File: src/sv/dnt_pkg.sv
// Shared types, constants and tables of the decimal number tokenizer.
package dnt_pkg;

  localparam int CHAR_W   = 8;
  localparam int STATUS_W = 2;
  localparam int VALUE_W  = 48;

  localparam int CFG_IDX_W  = 1;
  localparam int CFG_DATA_W = 1;
  localparam logic [CFG_IDX_W-1:0] REG_COMMENTS = 1'b0;
  localparam logic [CFG_IDX_W-1:0] REG_DECIMAL  = 1'b1;

  localparam logic [STATUS_W-1:0] ST_OK  = 2'd0;
  localparam logic [STATUS_W-1:0] ST_SAT = 2'd1;
  localparam logic [STATUS_W-1:0] ST_BAD = 2'd2;

  localparam logic [CHAR_W-1:0] CH_NUL   = 8'h00;
  localparam logic [CHAR_W-1:0] CH_TAB   = 8'h09;
  localparam logic [CHAR_W-1:0] CH_LF    = 8'h0A;
  localparam logic [CHAR_W-1:0] CH_CR    = 8'h0D;
  localparam logic [CHAR_W-1:0] CH_SPACE = 8'h20;
  localparam logic [CHAR_W-1:0] CH_HASH  = 8'h23;
  localparam logic [CHAR_W-1:0] CH_MINUS = 8'h2D;
  localparam logic [CHAR_W-1:0] CH_DOT   = 8'h2E;
  localparam logic [CHAR_W-1:0] CH_SLASH = 8'h2F;
  localparam logic [CHAR_W-1:0] CH_ZERO  = 8'h30;
  localparam logic [CHAR_W-1:0] CH_NINE  = 8'h39;

  // Widths that cover the whole legal range of the top-level parameters.
  localparam int INT_W_MAX  = 31;
  localparam int FACC_W_MAX = 24;
  localparam int CNT_W      = 3;
  localparam int DEN_W      = 24;
  localparam int REM_W      = 25;
  localparam int QUO_W_MAX  = 24;

  localparam int QDEPTH  = 4;
  localparam int QPTR_W  = 2;
  localparam int QCNT_W  = 3;
  localparam int PUSH_W  = 2;

  typedef enum logic [2:0] {
    PH_BLANK,
    PH_HASH,
    PH_SLASH,
    PH_SIGN,
    PH_INT,
    PH_FRAC
  } phase_t;

  typedef struct packed {
    logic                  bad;
    logic                  neg;
    logic                  ovf;
    logic [INT_W_MAX-1:0]  int_acc;
    logic [FACC_W_MAX-1:0] frac_acc;
    logic [CNT_W-1:0]      frac_cnt;
  } token_t;

  typedef struct packed {
    logic [PUSH_W-1:0] cnt;
    token_t            data0;
    token_t            data1;
  } q_push_t;

  typedef struct packed {
    logic                 bad;
    logic                 neg;
    logic                 sat;
    logic [INT_W_MAX-1:0] int_acc;
    logic [CNT_W-1:0]     frac_cnt;
    logic [REM_W-1:0]     rem;
    logic [QUO_W_MAX-1:0] quo;
  } div_stage_t;

  function automatic logic [DEN_W-1:0] pow10(input logic [CNT_W-1:0] n);
    logic [DEN_W-1:0] d;
    case (n)
      3'd1:    d = 24'd10;
      3'd2:    d = 24'd100;
      3'd3:    d = 24'd1000;
      3'd4:    d = 24'd10000;
      3'd5:    d = 24'd100000;
      3'd6:    d = 24'd1000000;
      3'd7:    d = 24'd10000000;
      default: d = 24'd1;
    endcase
    return d;
  endfunction

endpackage

File: src/sv/dnt_if.sv
// Handshake channel interfaces for text bytes and parsed numbers.
interface dnt_in_if;
  import dnt_pkg::*;
  logic              valid;
  logic              ready;
  logic [CHAR_W-1:0] char_code;
  modport source (output valid, output char_code, input ready);
  modport sink (input valid, input char_code, output ready);
endinterface

interface dnt_out_if;
  import dnt_pkg::*;
  logic                       valid;
  logic                       ready;
  logic [STATUS_W-1:0]        status;
  logic signed [VALUE_W-1:0]  number_value;
  modport source (output valid, output status, output number_value, input ready);
  modport sink (input valid, input status, input number_value, output ready);
endinterface

File: src/sv/dnt_front.sv
// Character scanner: classifies each byte and builds number tokens.
module dnt_front #(
  parameter int INT_BITS        = 31,
  parameter int MAX_FRAC_DIGITS = 5
) (
  input  logic                        clk,
  input  logic                        rst_n,
  input  logic                        cfg_we,
  input  logic [dnt_pkg::CFG_IDX_W-1:0]  cfg_index,
  input  logic [dnt_pkg::CFG_DATA_W-1:0] cfg_wdata,
  dnt_in_if.sink                      in_ch,
  input  logic                        q_space,
  output dnt_pkg::q_push_t            push
);
  import dnt_pkg::*;

  localparam int FACC_W = $clog2(10 ** MAX_FRAC_DIGITS);
  localparam int ACC_W  = INT_BITS + 4;
  localparam int FW     = FACC_W + 4;
  localparam logic [ACC_W-1:0] INT_LIMIT = ACC_W'((64'd1 << INT_BITS) - 64'd1);

  phase_t              phase_r, phase_nxt;
  logic                neg_r, neg_nxt;
  logic [INT_BITS-1:0] int_r, int_nxt;
  logic [FACC_W-1:0]   frac_r, frac_nxt;
  logic [CNT_W-1:0]    cnt_r, cnt_nxt;
  logic                seen_r, seen_nxt;
  logic                ovf_r, ovf_nxt;
  logic                cmt_en_r;
  logic                dec_mode_r;

  logic [CHAR_W-1:0]   c;
  logic                accept;
  logic                num_char, is_blank, is_eol, dot_ok, blank_bad;
  logic                terminate, do_blank;
  logic [3:0]          digit;
  logic [ACC_W-1:0]    int_sum;
  logic                int_sat;
  logic [INT_BITS-1:0] int_add;
  logic [FW-1:0]       frac_sum;
  token_t              first_tok, bad_tok;
  logic                first_v, second_v;

  assign c        = in_ch.char_code;
  assign in_ch.ready = q_space;
  assign accept   = in_ch.valid && q_space;

  assign num_char = (c >= CH_ZERO) && (c <= CH_NINE);
  assign digit    = c[3:0];
  assign is_eol   = (c == CH_LF) || (c == CH_CR) || (c == CH_NUL);
  assign is_blank = is_eol || (c == CH_SPACE) || (c == CH_TAB);
  assign dot_ok   = (c == CH_DOT) && dec_mode_r;
  assign blank_bad = !is_blank && !(cmt_en_r && ((c == CH_HASH) || (c == CH_SLASH)))
                     && (c != CH_MINUS) && !num_char && !dot_ok;

  // Accumulate one integer digit, saturating at the largest integer part.
  assign int_sum = (ACC_W'(int_r) << 3) + (ACC_W'(int_r) << 1) + ACC_W'(digit);
  assign int_sat = int_sum > INT_LIMIT;
  assign int_add = int_sat ? INT_LIMIT[INT_BITS-1:0] : int_sum[INT_BITS-1:0];
  assign frac_sum = (FW'(frac_r) << 3) + (FW'(frac_r) << 1) + FW'(digit);

  always_comb begin
    case (phase_r)
      PH_SLASH: terminate = (c != CH_SLASH);
      PH_SIGN:  terminate = !num_char && !dot_ok;
      PH_INT:   terminate = !num_char && !dot_ok;
      PH_FRAC:  terminate = !num_char;
      default:  terminate = 1'b0;
    endcase
  end

  assign do_blank = (phase_r == PH_BLANK) || terminate;

  // Next state.
  always_comb begin
    phase_nxt = phase_r;
    neg_nxt   = neg_r;
    int_nxt   = int_r;
    frac_nxt  = frac_r;
    cnt_nxt   = cnt_r;
    seen_nxt  = seen_r;
    ovf_nxt   = ovf_r;
    case (phase_r)
      PH_HASH: begin
        if (is_eol) phase_nxt = PH_BLANK;
      end
      PH_SLASH: begin
        if (c == CH_SLASH) phase_nxt = PH_HASH;
      end
      PH_SIGN, PH_INT: begin
        if (num_char) begin
          int_nxt   = int_add;
          ovf_nxt   = ovf_r | int_sat;
          seen_nxt  = 1'b1;
          phase_nxt = PH_INT;
        end else if (dot_ok) begin
          phase_nxt = PH_FRAC;
        end
      end
      PH_FRAC: begin
        if (num_char) begin
          seen_nxt = 1'b1;
          if (cnt_r < CNT_W'(MAX_FRAC_DIGITS)) begin
            frac_nxt = frac_sum[FACC_W-1:0];
            cnt_nxt  = cnt_r + CNT_W'(1);
          end
        end
      end
      default: ;
    endcase
    if (do_blank) begin
      phase_nxt = PH_BLANK;
      neg_nxt   = 1'b0;
      int_nxt   = '0;
      frac_nxt  = '0;
      cnt_nxt   = '0;
      seen_nxt  = 1'b0;
      ovf_nxt   = 1'b0;
      if (!is_blank) begin
        if (cmt_en_r && (c == CH_HASH)) begin
          phase_nxt = PH_HASH;
        end else if (cmt_en_r && (c == CH_SLASH)) begin
          phase_nxt = PH_SLASH;
        end else if (c == CH_MINUS) begin
          neg_nxt   = 1'b1;
          phase_nxt = PH_SIGN;
        end else if (num_char) begin
          int_nxt   = INT_BITS'(digit);
          seen_nxt  = 1'b1;
          phase_nxt = PH_INT;
        end else if (dot_ok) begin
          phase_nxt = PH_FRAC;
        end
      end
    end
  end

  // Token outputs: the number being ended first, then a bad start byte.
  always_comb begin
    bad_tok       = '0;
    bad_tok.bad   = 1'b1;
    first_tok          = '0;
    first_tok.bad      = (phase_r == PH_SLASH) || (phase_r == PH_SIGN) ||
                         ((phase_r == PH_FRAC) && !seen_r);
    first_tok.neg      = neg_r;
    first_tok.ovf      = ovf_r;
    first_tok.int_acc  = INT_W_MAX'(int_r);
    first_tok.frac_acc = FACC_W_MAX'(frac_r);
    first_tok.frac_cnt = cnt_r;
    first_v   = terminate;
    second_v  = do_blank && blank_bad;
    push.cnt   = accept ? (PUSH_W'(first_v) + PUSH_W'(second_v)) : '0;
    push.data0 = first_v ? first_tok : bad_tok;
    push.data1 = bad_tok;
  end

  always_ff @(posedge clk) begin
    if (!rst_n) begin
      phase_r    <= PH_BLANK;
      neg_r      <= 1'b0;
      int_r      <= '0;
      frac_r     <= '0;
      cnt_r      <= '0;
      seen_r     <= 1'b0;
      ovf_r      <= 1'b0;
      cmt_en_r   <= 1'b1;
      dec_mode_r <= 1'b1;
    end else begin
      if (accept) begin
        phase_r <= phase_nxt;
        neg_r   <= neg_nxt;
        int_r   <= int_nxt;
        frac_r  <= frac_nxt;
        cnt_r   <= cnt_nxt;
        seen_r  <= seen_nxt;
        ovf_r   <= ovf_nxt;
      end
      if (cfg_we && (cfg_index == REG_COMMENTS)) cmt_en_r <= cfg_wdata[0];
      if (cfg_we && (cfg_index == REG_DECIMAL)) dec_mode_r <= cfg_wdata[0];
    end
  end

endmodule

File: src/sv/dnt_queue.sv
// Token queue that takes up to two tokens per cycle and hands out one.
module dnt_queue (
  input  logic             clk,
  input  logic             rst_n,
  input  dnt_pkg::q_push_t push,
  output logic             space,
  output logic             head_v,
  output dnt_pkg::token_t  head,
  input  logic             pop
);
  import dnt_pkg::*;

  token_t            mem_r [QDEPTH];
  logic [QPTR_W-1:0] wr_ptr_r, rd_ptr_r;
  logic [QCNT_W-1:0] cnt_r;
  logic              do_pop;

  assign head_v = (cnt_r != '0);
  assign head   = mem_r[rd_ptr_r];
  assign space  = cnt_r <= QCNT_W'(QDEPTH - 2);
  assign do_pop = pop && head_v;

  always_ff @(posedge clk) begin
    if (!rst_n) begin
      wr_ptr_r <= '0;
      rd_ptr_r <= '0;
      cnt_r    <= '0;
    end else begin
      wr_ptr_r <= wr_ptr_r + QPTR_W'(push.cnt);
      rd_ptr_r <= rd_ptr_r + QPTR_W'(do_pop);
      cnt_r    <= cnt_r + QCNT_W'(push.cnt) - QCNT_W'(do_pop);
    end
  end

  always_ff @(posedge clk) begin
    if (push.cnt != '0) mem_r[wr_ptr_r] <= push.data0;
    if (push.cnt == PUSH_W'(2)) mem_r[wr_ptr_r + 1'b1] <= push.data1;
  end

  a_cnt_bound: assert property (@(posedge clk) disable iff (!rst_n)
    cnt_r <= QCNT_W'(QDEPTH))
    else $error("token queue holds more entries than it has");

  a_push_space: assert property (@(posedge clk) disable iff (!rst_n)
    (push.cnt != '0) |-> space)
    else $error("token pushed into a queue without room for two");

endmodule

File: src/sv/dnt_back.sv
// Converter pipeline: fraction division, rounding, clamping and sign.
module dnt_back #(
  parameter int INT_BITS  = 31,
  parameter int FRAC_BITS = 16
) (
  input  logic            clk,
  input  logic            rst_n,
  input  logic            head_v,
  input  dnt_pkg::token_t head,
  output logic            pop,
  dnt_out_if.source       out_ch
);
  import dnt_pkg::*;

  localparam int NST   = FRAC_BITS + 1;
  localparam int MAG_W = INT_BITS + FRAC_BITS + 1;
  localparam int VAL_W = (MAG_W > VALUE_W) ? MAG_W : VALUE_W;
  localparam logic [MAG_W-1:0] MAG_LIMIT =
    MAG_W'((64'd1 << (INT_BITS + FRAC_BITS)) - 64'd1);

  div_stage_t       stage_r [NST];
  logic [NST-1:0]   v_r;
  div_stage_t       load;

  logic             mv_r, mbad_r, mneg_r, msat_r;
  logic [MAG_W-1:0] mag_r;

  logic                ov_r;
  logic [STATUS_W-1:0] status_r;
  logic [VALUE_W-1:0]  value_r;

  logic                en;
  logic [DEN_W-1:0]    den_last;
  logic                round_up;
  logic [FRAC_BITS:0]  frac_q;
  logic [MAG_W-1:0]    mag_nxt;
  logic                over;
  logic [VAL_W-1:0]    val_abs, val_sgn;
  logic [STATUS_W-1:0] status_nxt;
  logic [VALUE_W-1:0]  value_nxt;

  // One restoring division step: shift the remainder, subtract if it fits.
  function automatic div_stage_t div_step(input div_stage_t s);
    div_stage_t       o;
    logic [REM_W-1:0] rs;
    logic [REM_W-1:0] den;
    logic             ge;
    o   = s;
    rs  = {s.rem[REM_W-2:0], 1'b0};
    den = REM_W'(pow10(s.frac_cnt));
    ge  = rs >= den;
    o.rem = ge ? (rs - den) : rs;
    o.quo = {s.quo[QUO_W_MAX-2:0], ge};
    return o;
  endfunction

  assign en  = !ov_r || out_ch.ready;
  assign pop = head_v && en;

  always_comb begin
    load          = '0;
    load.bad      = head.bad;
    load.neg      = head.neg;
    load.sat      = head.ovf;
    load.int_acc  = head.int_acc;
    load.frac_cnt = head.frac_cnt;
    load.rem      = REM_W'(head.frac_acc);
  end

  // Round half up, then place the integer part above the fraction.
  always_comb begin
    den_last = pow10(stage_r[NST-1].frac_cnt);
    round_up = {stage_r[NST-1].rem, 1'b0} >= (REM_W + 1)'(den_last);
    frac_q   = (FRAC_BITS + 1)'(stage_r[NST-1].quo[FRAC_BITS-1:0]) +
               (FRAC_BITS + 1)'(round_up);
    mag_nxt  = (MAG_W'(stage_r[NST-1].int_acc[INT_BITS-1:0]) << FRAC_BITS) +
               MAG_W'(frac_q);
  end

  always_comb begin
    over    = mag_r > MAG_LIMIT;
    val_abs = VAL_W'(over ? MAG_LIMIT : mag_r);
    val_sgn = mneg_r ? (VAL_W'(0) - val_abs) : val_abs;
    if (mbad_r) begin
      status_nxt = ST_BAD;
      value_nxt  = '0;
    end else begin
      status_nxt = (msat_r || over) ? ST_SAT : ST_OK;
      value_nxt  = val_sgn[VALUE_W-1:0];
    end
  end

  always_ff @(posedge clk) begin
    if (!rst_n) begin
      v_r  <= '0;
      mv_r <= 1'b0;
      ov_r <= 1'b0;
    end else if (en) begin
      v_r  <= {v_r[NST-2:0], head_v};
      mv_r <= v_r[NST-1];
      ov_r <= mv_r;
    end
  end

  always_ff @(posedge clk) begin
    if (en) begin
      stage_r[0] <= load;
      for (int k = 0; k < NST - 1; k++) begin
        stage_r[k+1] <= div_step(stage_r[k]);
      end
      mbad_r   <= stage_r[NST-1].bad;
      mneg_r   <= stage_r[NST-1].neg;
      msat_r   <= stage_r[NST-1].sat;
      mag_r    <= mag_nxt;
      status_r <= status_nxt;
      value_r  <= value_nxt;
    end
  end

  assign out_ch.valid        = ov_r;
  assign out_ch.status       = status_r;
  assign out_ch.number_value = value_r;

  a_bad_zero: assert property (@(posedge clk) disable iff (!rst_n)
    (ov_r && (status_r == ST_BAD)) |-> (value_r == '0))
    else $error("malformed item carries a nonzero value");

  a_stall_holds: assert property (@(posedge clk) disable iff (!rst_n)
    (ov_r && !out_ch.ready) |=> ($stable(v_r) && $stable(mv_r)))
    else $error("pipeline advanced while the output was stalled");

  a_status_code: assert property (@(posedge clk) disable iff (!rst_n)
    ov_r |-> ((status_r == ST_OK) || (status_r == ST_SAT) || (status_r == ST_BAD)))
    else $error("result status outside the defined codes");

endmodule

File: src/sv/decimal_number_tokenizer.sv
// Top level of the decimal number tokenizer: scanner, token queue and converter.
//
// The block reads one ASCII byte per item and produces signed fixed-point
// numbers with FRAC_BITS fraction bits (status ok or saturated) and malformed
// token reports (value zero). A byte is taken in every cycle in which the
// token queue has room for two tokens, so a steady stream runs at one byte
// per cycle as long as results are taken. Each byte can end a number and be
// rejected itself, so it gives zero, one or two results. After a token leaves
// the queue, the converter divides the decimal fraction by its power of ten
// in a pipeline that resolves one quotient bit per stage, then rounds, clamps
// and applies the sign in two more stages. The converter accepts a new token
// every cycle while its output register is free or being emptied; one token
// per cycle is the converter's limit, and a stalled output holds the whole
// pipeline. Configuration writes (comment skipping, decimal fractions) are
// taken in the cycle in which cfg_we is high and should be made only while
// no text is in flight.
module decimal_number_tokenizer #(
  parameter int FRAC_BITS       = 16,
  parameter int INT_BITS        = 31,
  parameter int MAX_FRAC_DIGITS = 5
) (
  input  logic                           clk,
  input  logic                           rst_n,
  input  logic                           cfg_we,
  input  logic [dnt_pkg::CFG_IDX_W-1:0]  cfg_index,
  input  logic [dnt_pkg::CFG_DATA_W-1:0] cfg_wdata,
  dnt_in_if.sink                         in_ch,
  dnt_out_if.source                      out_ch
);
  import dnt_pkg::*;

  // Tokens written by the scanner, at most two per accepted item.
  q_push_t push;
  logic    q_space;
  logic    head_v;
  token_t  head;
  logic    pop;

  // The scanner holds the text state and the number being collected.
  dnt_front #(
    .INT_BITS        (INT_BITS),
    .MAX_FRAC_DIGITS (MAX_FRAC_DIGITS)
  ) u_front (
    .clk       (clk),
    .rst_n     (rst_n),
    .cfg_we    (cfg_we),
    .cfg_index (cfg_index),
    .cfg_wdata (cfg_wdata),
    .in_ch     (in_ch),
    .q_space   (q_space),
    .push      (push)
  );

  // The queue lets the scanner run ahead while the converter is stalled.
  dnt_queue u_queue (
    .clk    (clk),
    .rst_n  (rst_n),
    .push   (push),
    .space  (q_space),
    .head_v (head_v),
    .head   (head),
    .pop    (pop)
  );

  // The converter turns each token into one result item.
  dnt_back #(
    .INT_BITS  (INT_BITS),
    .FRAC_BITS (FRAC_BITS)
  ) u_back (
    .clk    (clk),
    .rst_n  (rst_n),
    .head_v (head_v),
    .head   (head),
    .pop    (pop),
    .out_ch (out_ch)
  );

endmodule

File: src/flat_wrapper.sv
// flat-port wrapper written by rule: the top's interface ports become plain ports
module decimal_number_tokenizer_flat import dnt_pkg::*;
#(
  parameter int FRAC_BITS       = 16,
  parameter int INT_BITS        = 31,
  parameter int MAX_FRAC_DIGITS = 5
)
  (clk, rst_n, cfg_we, cfg_index, cfg_wdata, in_ch_valid, in_ch_char_code, in_ch_ready, out_ch_valid, out_ch_status, out_ch_number_value, out_ch_ready);
  dnt_in_if in_ch_i ();
  dnt_out_if out_ch_i ();
  input  logic clk;
  input  logic rst_n;
  input  logic cfg_we;
  input  logic [dnt_pkg::CFG_IDX_W-1:0] cfg_index;
  input  logic [dnt_pkg::CFG_DATA_W-1:0] cfg_wdata;
  input wire logic [$bits(in_ch_i.valid)-1:0] in_ch_valid;
  input wire logic [$bits(in_ch_i.char_code)-1:0] in_ch_char_code;
  output wire logic [$bits(in_ch_i.ready)-1:0] in_ch_ready;
  output wire logic [$bits(out_ch_i.valid)-1:0] out_ch_valid;
  output wire logic [$bits(out_ch_i.status)-1:0] out_ch_status;
  output wire logic [$bits(out_ch_i.number_value)-1:0] out_ch_number_value;
  input wire logic [$bits(out_ch_i.ready)-1:0] out_ch_ready;
  assign in_ch_i.valid = in_ch_valid;
  assign in_ch_i.char_code = in_ch_char_code;
  assign in_ch_ready = in_ch_i.ready;
  assign out_ch_valid = out_ch_i.valid;
  assign out_ch_status = out_ch_i.status;
  assign out_ch_number_value = out_ch_i.number_value;
  assign out_ch_i.ready = out_ch_ready;
  decimal_number_tokenizer #(.FRAC_BITS(FRAC_BITS), .INT_BITS(INT_BITS), .MAX_FRAC_DIGITS(MAX_FRAC_DIGITS)) u_core (.clk(clk), .rst_n(rst_n), .cfg_we(cfg_we), .cfg_index(cfg_index), .cfg_wdata(cfg_wdata), .in_ch(in_ch_i), .out_ch(out_ch_i));
endmodule
File: config.mk
export PLATFORM = sky130hd
export DESIGN_NAME = decimal_number_tokenizer_flat
export DESIGN_NICKNAME = d
export VERILOG_FILES = /design/src/sv/dnt_pkg.sv /design/src/sv/dnt_if.sv /design/src/sv/dnt_front.sv /design/src/sv/dnt_queue.sv /design/src/sv/dnt_back.sv /design/src/sv/decimal_number_tokenizer.sv /design/src/flat_wrapper.sv
export SDC_FILE = /design/constraint.sdc
export NUM_CORES = 2
export LEC_CHECK = 0
export BUFFER_PORTS_ARGS = -buffer_cell sky130_fd_sc_hd__buf_4
export CAP_MARGIN = 5
export CORE_ASPECT_RATIO = 2
export CORE_MARGIN = 10
export CORE_UTILIZATION = 50
export DETAILED_ROUTE_END_ITERATION = 8
export PLACE_DENSITY = 0.65
export SLEW_MARGIN = 20
export SYNTH_ARGS = -nofsm -noshare
export SYNTH_HDL_FRONTEND = slang
export SYNTH_SLANG_ARGS = --single-unit
File: constraint.sdc
create_clock -name clk -period 81.5 [get_ports clk]
set_clock_uncertainty 0.1 [all_clocks]
set_input_delay 4.075 -clock clk [delete_from_list [all_inputs] [get_ports clk]]
set_output_delay 4.075 -clock clk [all_outputs]
set_load 0.01 [all_outputs]
==> impl_metrics.toml <==
[run_status]
status = "complete, no violations"

[logic_synthesis]
synth_top_family_by_area = "simple AND/OR/NAND/NOR gates"
synth_area_um2 = 77500
synth-simple-area-share_pct = 13.7
yosys_warnings = 0
synthTopCellsByArea = "edfxtp_1 49%, dfxtp_1 7.8%, ha_1 7.3%, nand2_1 4.7%, a21oi_1 4.2%"
yosysSeqAreaShare_pct = 56.9
ys.flop_type = "edfxtp_1"
yosysMostFrequentCell = "edfxtp_1"
synthMuxAreaShare_pct = 2.22
avgSynthCellArea_um2 = 11.2
synth_edf_count = 1268
synth_common_cells = "1268 x edfxtp_1, 981 x nand2_1, 657 x a21oi_1"
synth.distinct_cells = 94
synthArstFlopShare_pct = 0
synth_seq_cells = 1569
synth_top_area_share_pct = 49.1
yosys.area_share.adder_pct = 7.84
synth_top_area_cell = "edfxtp_1"
synth_nets = 7383
synthesis.instances = 6895
synth_xor_area_share_pct = 4.85
synth_compound_area_share_pct = 12.3

[timing]
rsz0062_at_grt = "false"
max_slew_margin_pct = 26.7
finalCritPeriodShare_pct = 10.1
tightest_slew_ns = 1.09
tns_ns = 0
finalMaxSlewViolations = 0
hold_viol = 0
period_needed_ns = 8.22
setup-violations-final = 0
fmax_mhz = 122

[clocking]
clockBufferDepth = 4
clock-sinks = 1569
cts_buffers = 148
cts-resized-gates = 0
htreeDepth = 4
cts_tree = "yes"
clk_pin_slew_ns = 0.06
cts_hold_buf = 0
clkLatencyLatePin_ns = 0.80
post_cts_buffers = 0
cts_root_buf = "clkbuf_16"

[place]
hpwl_um = 135000
gp_congestion = 0.938
io_buffers = 66

[cells_and_area]
utilization_pct = 54.9
nets = 7387
drive_above_1_share_pct = 7.29
syn2layout_area_growth_pct = 9.28

[drt]
drt_pre_antenna_iters = 5
wl_per_cell_um = 20.6
drt_iter0_drc = 2804
wl_um = 187000
viasPerCell = 5.75
num_vias = 52079
drc = 0
antenna_left = 0

[job]
drv_cap = 0

[power_and_ir_drop]
p_per_area_nw_per_um2 = 32.4
peakVddDrop_uv = 19.6
leakagePower_nw = 33.5

[global_route]
grt_util_met3_pct = 2.43
grt_busiest_layer = "met2"
grt_usage_pct = 21.3
grtUsageMet1_pct = 17.9
first_global_vias = 53539
antenna_found_initial = 1
grt_pass1_wl_um = 288000
grt_overflow = 0
gr-usage-met2_pct = 43.1
grt_start_max_net_pins = 169

[setup_path]
r2r-start = "u_core.u_back.stage_r[0][1426]$_DFFE_PN_"
r2r_setup_slack_ns = 75.77
timing.rr.end = "u_core.u_back.mag_r[39]$_DFFE_PN_"
end_kind = "flip-flop"
rr_worst_depth = 22
cp_max_fo = 58
start_kind = "primary input"
worstSetupPathType = "in2reg"
arrival_ns = 8.79
worstPathRequired_ns = 82.07

[worst_hold_path]
hold_end = "u_core.u_back.stage_r[0][310]$_DFFE_PN_"
hp-start = "u_core.u_back.stage_r[0][224]$_DFFE_PN_"
hold_depth = 0
min_path_type = "reg2reg"

[floorplan]
dieWidth_um = 298
fp-row-count = 204
fp.dieH_um = 577
core_area_um2 = 154000
boundaryPins = 67
dieArea_um2 = 172000
start_util_pct = 50.2
==> where the power goes <==
part           switching (mW)  internal, mW  total (mW)
Sequential             0.0856          1.05        1.13
Combinational           0.545         0.380       0.925
Clock                   0.293         0.389       0.682
==> worst max-delay path, stage by stage <==
cell,delay [ns]
buf_4,0.12
or4b_2,0.76
or3_1,0.43
nor2_1,0.13
or2_2,0.14
o21a_2,0.11
buf_4,0.51
inv_1,0.10
ha_1,0.42
o21ai_1,0.69
or3_2,0.24
buf_4,0.60
nor2_1,0.10
a211o_1,0.29
==> worst max path at each step <==
stage | slack, ns | startpoint | depth (start not counted) | endpoint
final | 73.28 | in_ch_char_code[4] | 14 | u_core.u_queue.mem_r[0][60]$_SDFFE_PP1P_
after global routing | 72.96 | out_ch_ready | 7 | u_core.u_back.stage_r[0][369]$_DFFE_PN_
after CTS | 73.03 | out_ch_ready | 7 | u_core.u_back.stage_r[0][368]$_SDFFCE_PP0N_
after detailed placement | 72.22 | out_ch_ready | 7 | u_core.u_back.stage_r[0][368]$_SDFFCE_PP0N_
after global placement | 72.33 | out_ch_ready | 7 | u_core.u_back.stage_r[0][368]$_SDFFCE_PP0N_
after floorplan | 40.80 | out_ch_ready | 3 | u_core.u_back.mag_r[0]$_DFFE_PN_
==> flip-flops by register name, indices dropped and copies added (netlist names), 2 cells and up <==
name,cells
u_core.u_front.frac_r,17
u_core.u_back.mag_r,48
u_core.u_front.cnt_r,3
u_core.u_back.stage_r,1167
u_core.u_queue.cnt_r,3
u_core.u_queue.wr_ptr_r,2
u_core.u_queue.mem_r,216
u_core.u_queue.rd_ptr_r,2
u_core.u_back.out_ch.number_value,48
u_core.u_back.v_r,17
u_core.u_back.out_ch.status,2
u_core.u_front.phase_r,3
u_core.u_front.int_r,31
==> metal layers <==
metal | routed length (µm) | share of wire, %
met5 | 0 | 0
met4 | 16500 | 8.8
met3 | 5640 | 3.0
met2 | 107000 | 57
met1 | 57900 | 31
==> layout by cell type (no fill, tap or decap), types with 112 or more instances in the layout <==
| cell type | count |
|---|---|
| a21o_1 | 135 |
| a21oi_1 | 656 |
| buf_4 | 112 |
| clkbuf_16 | 150 |
| dfxtp_1 | 299 |
| edfxtp_1 | 1268 |
| ha_1 | 452 |
| inv_1 | 161 |
| nand2_1 | 981 |
| nand3_1 | 122 |
| nor2_1 | 513 |
| o21ai_0 | 365 |
| xnor2_1 | 229 |
| xor2_1 | 200 |
==> layout make-up <==
| class | count | area [µm²] |
|---|---|---|
| Tap cell | 2060 | 2580 |
| Inverter | 165 | 627 |
| Fill cell | 13076 | 69700 |
| Clock buffer | 182 | 3900 |
| Timing Repair Buffer | 115 | 887 |
| Antenna cell | 1 | 2.50 |
| Clock inverter | 69 | 774 |
| Multi-Input combinational cell | 4900 | 31800 |
| Sequential cell | 1569 | 44100 |
==> cell families after synthesis <==
family | count (synthesis)
simple gates | 2307
compound gates | 1591
flops | 1569
fa+ha+maj | 473
xor+xnor | 429
buf+inv | 426
mux | 100
==> stage by stage <==
step                power, mW  hold slack, ns  cell area [µm²]  setup WS (ns)  instances
global placement         2.05           0.300            80000          72.33       8808
detailed placement       2.07           0.305            80000          72.22       8809
finish                   2.74           0.281            84700          73.28       9061
global route             2.91           0.288            84700          72.96       9061
floorplan                1.81           0.300            77500          40.80       6895
CTS                      2.76           0.278            84700          73.03       9060
No activity file was read; power rests on OpenSTA's default activity.
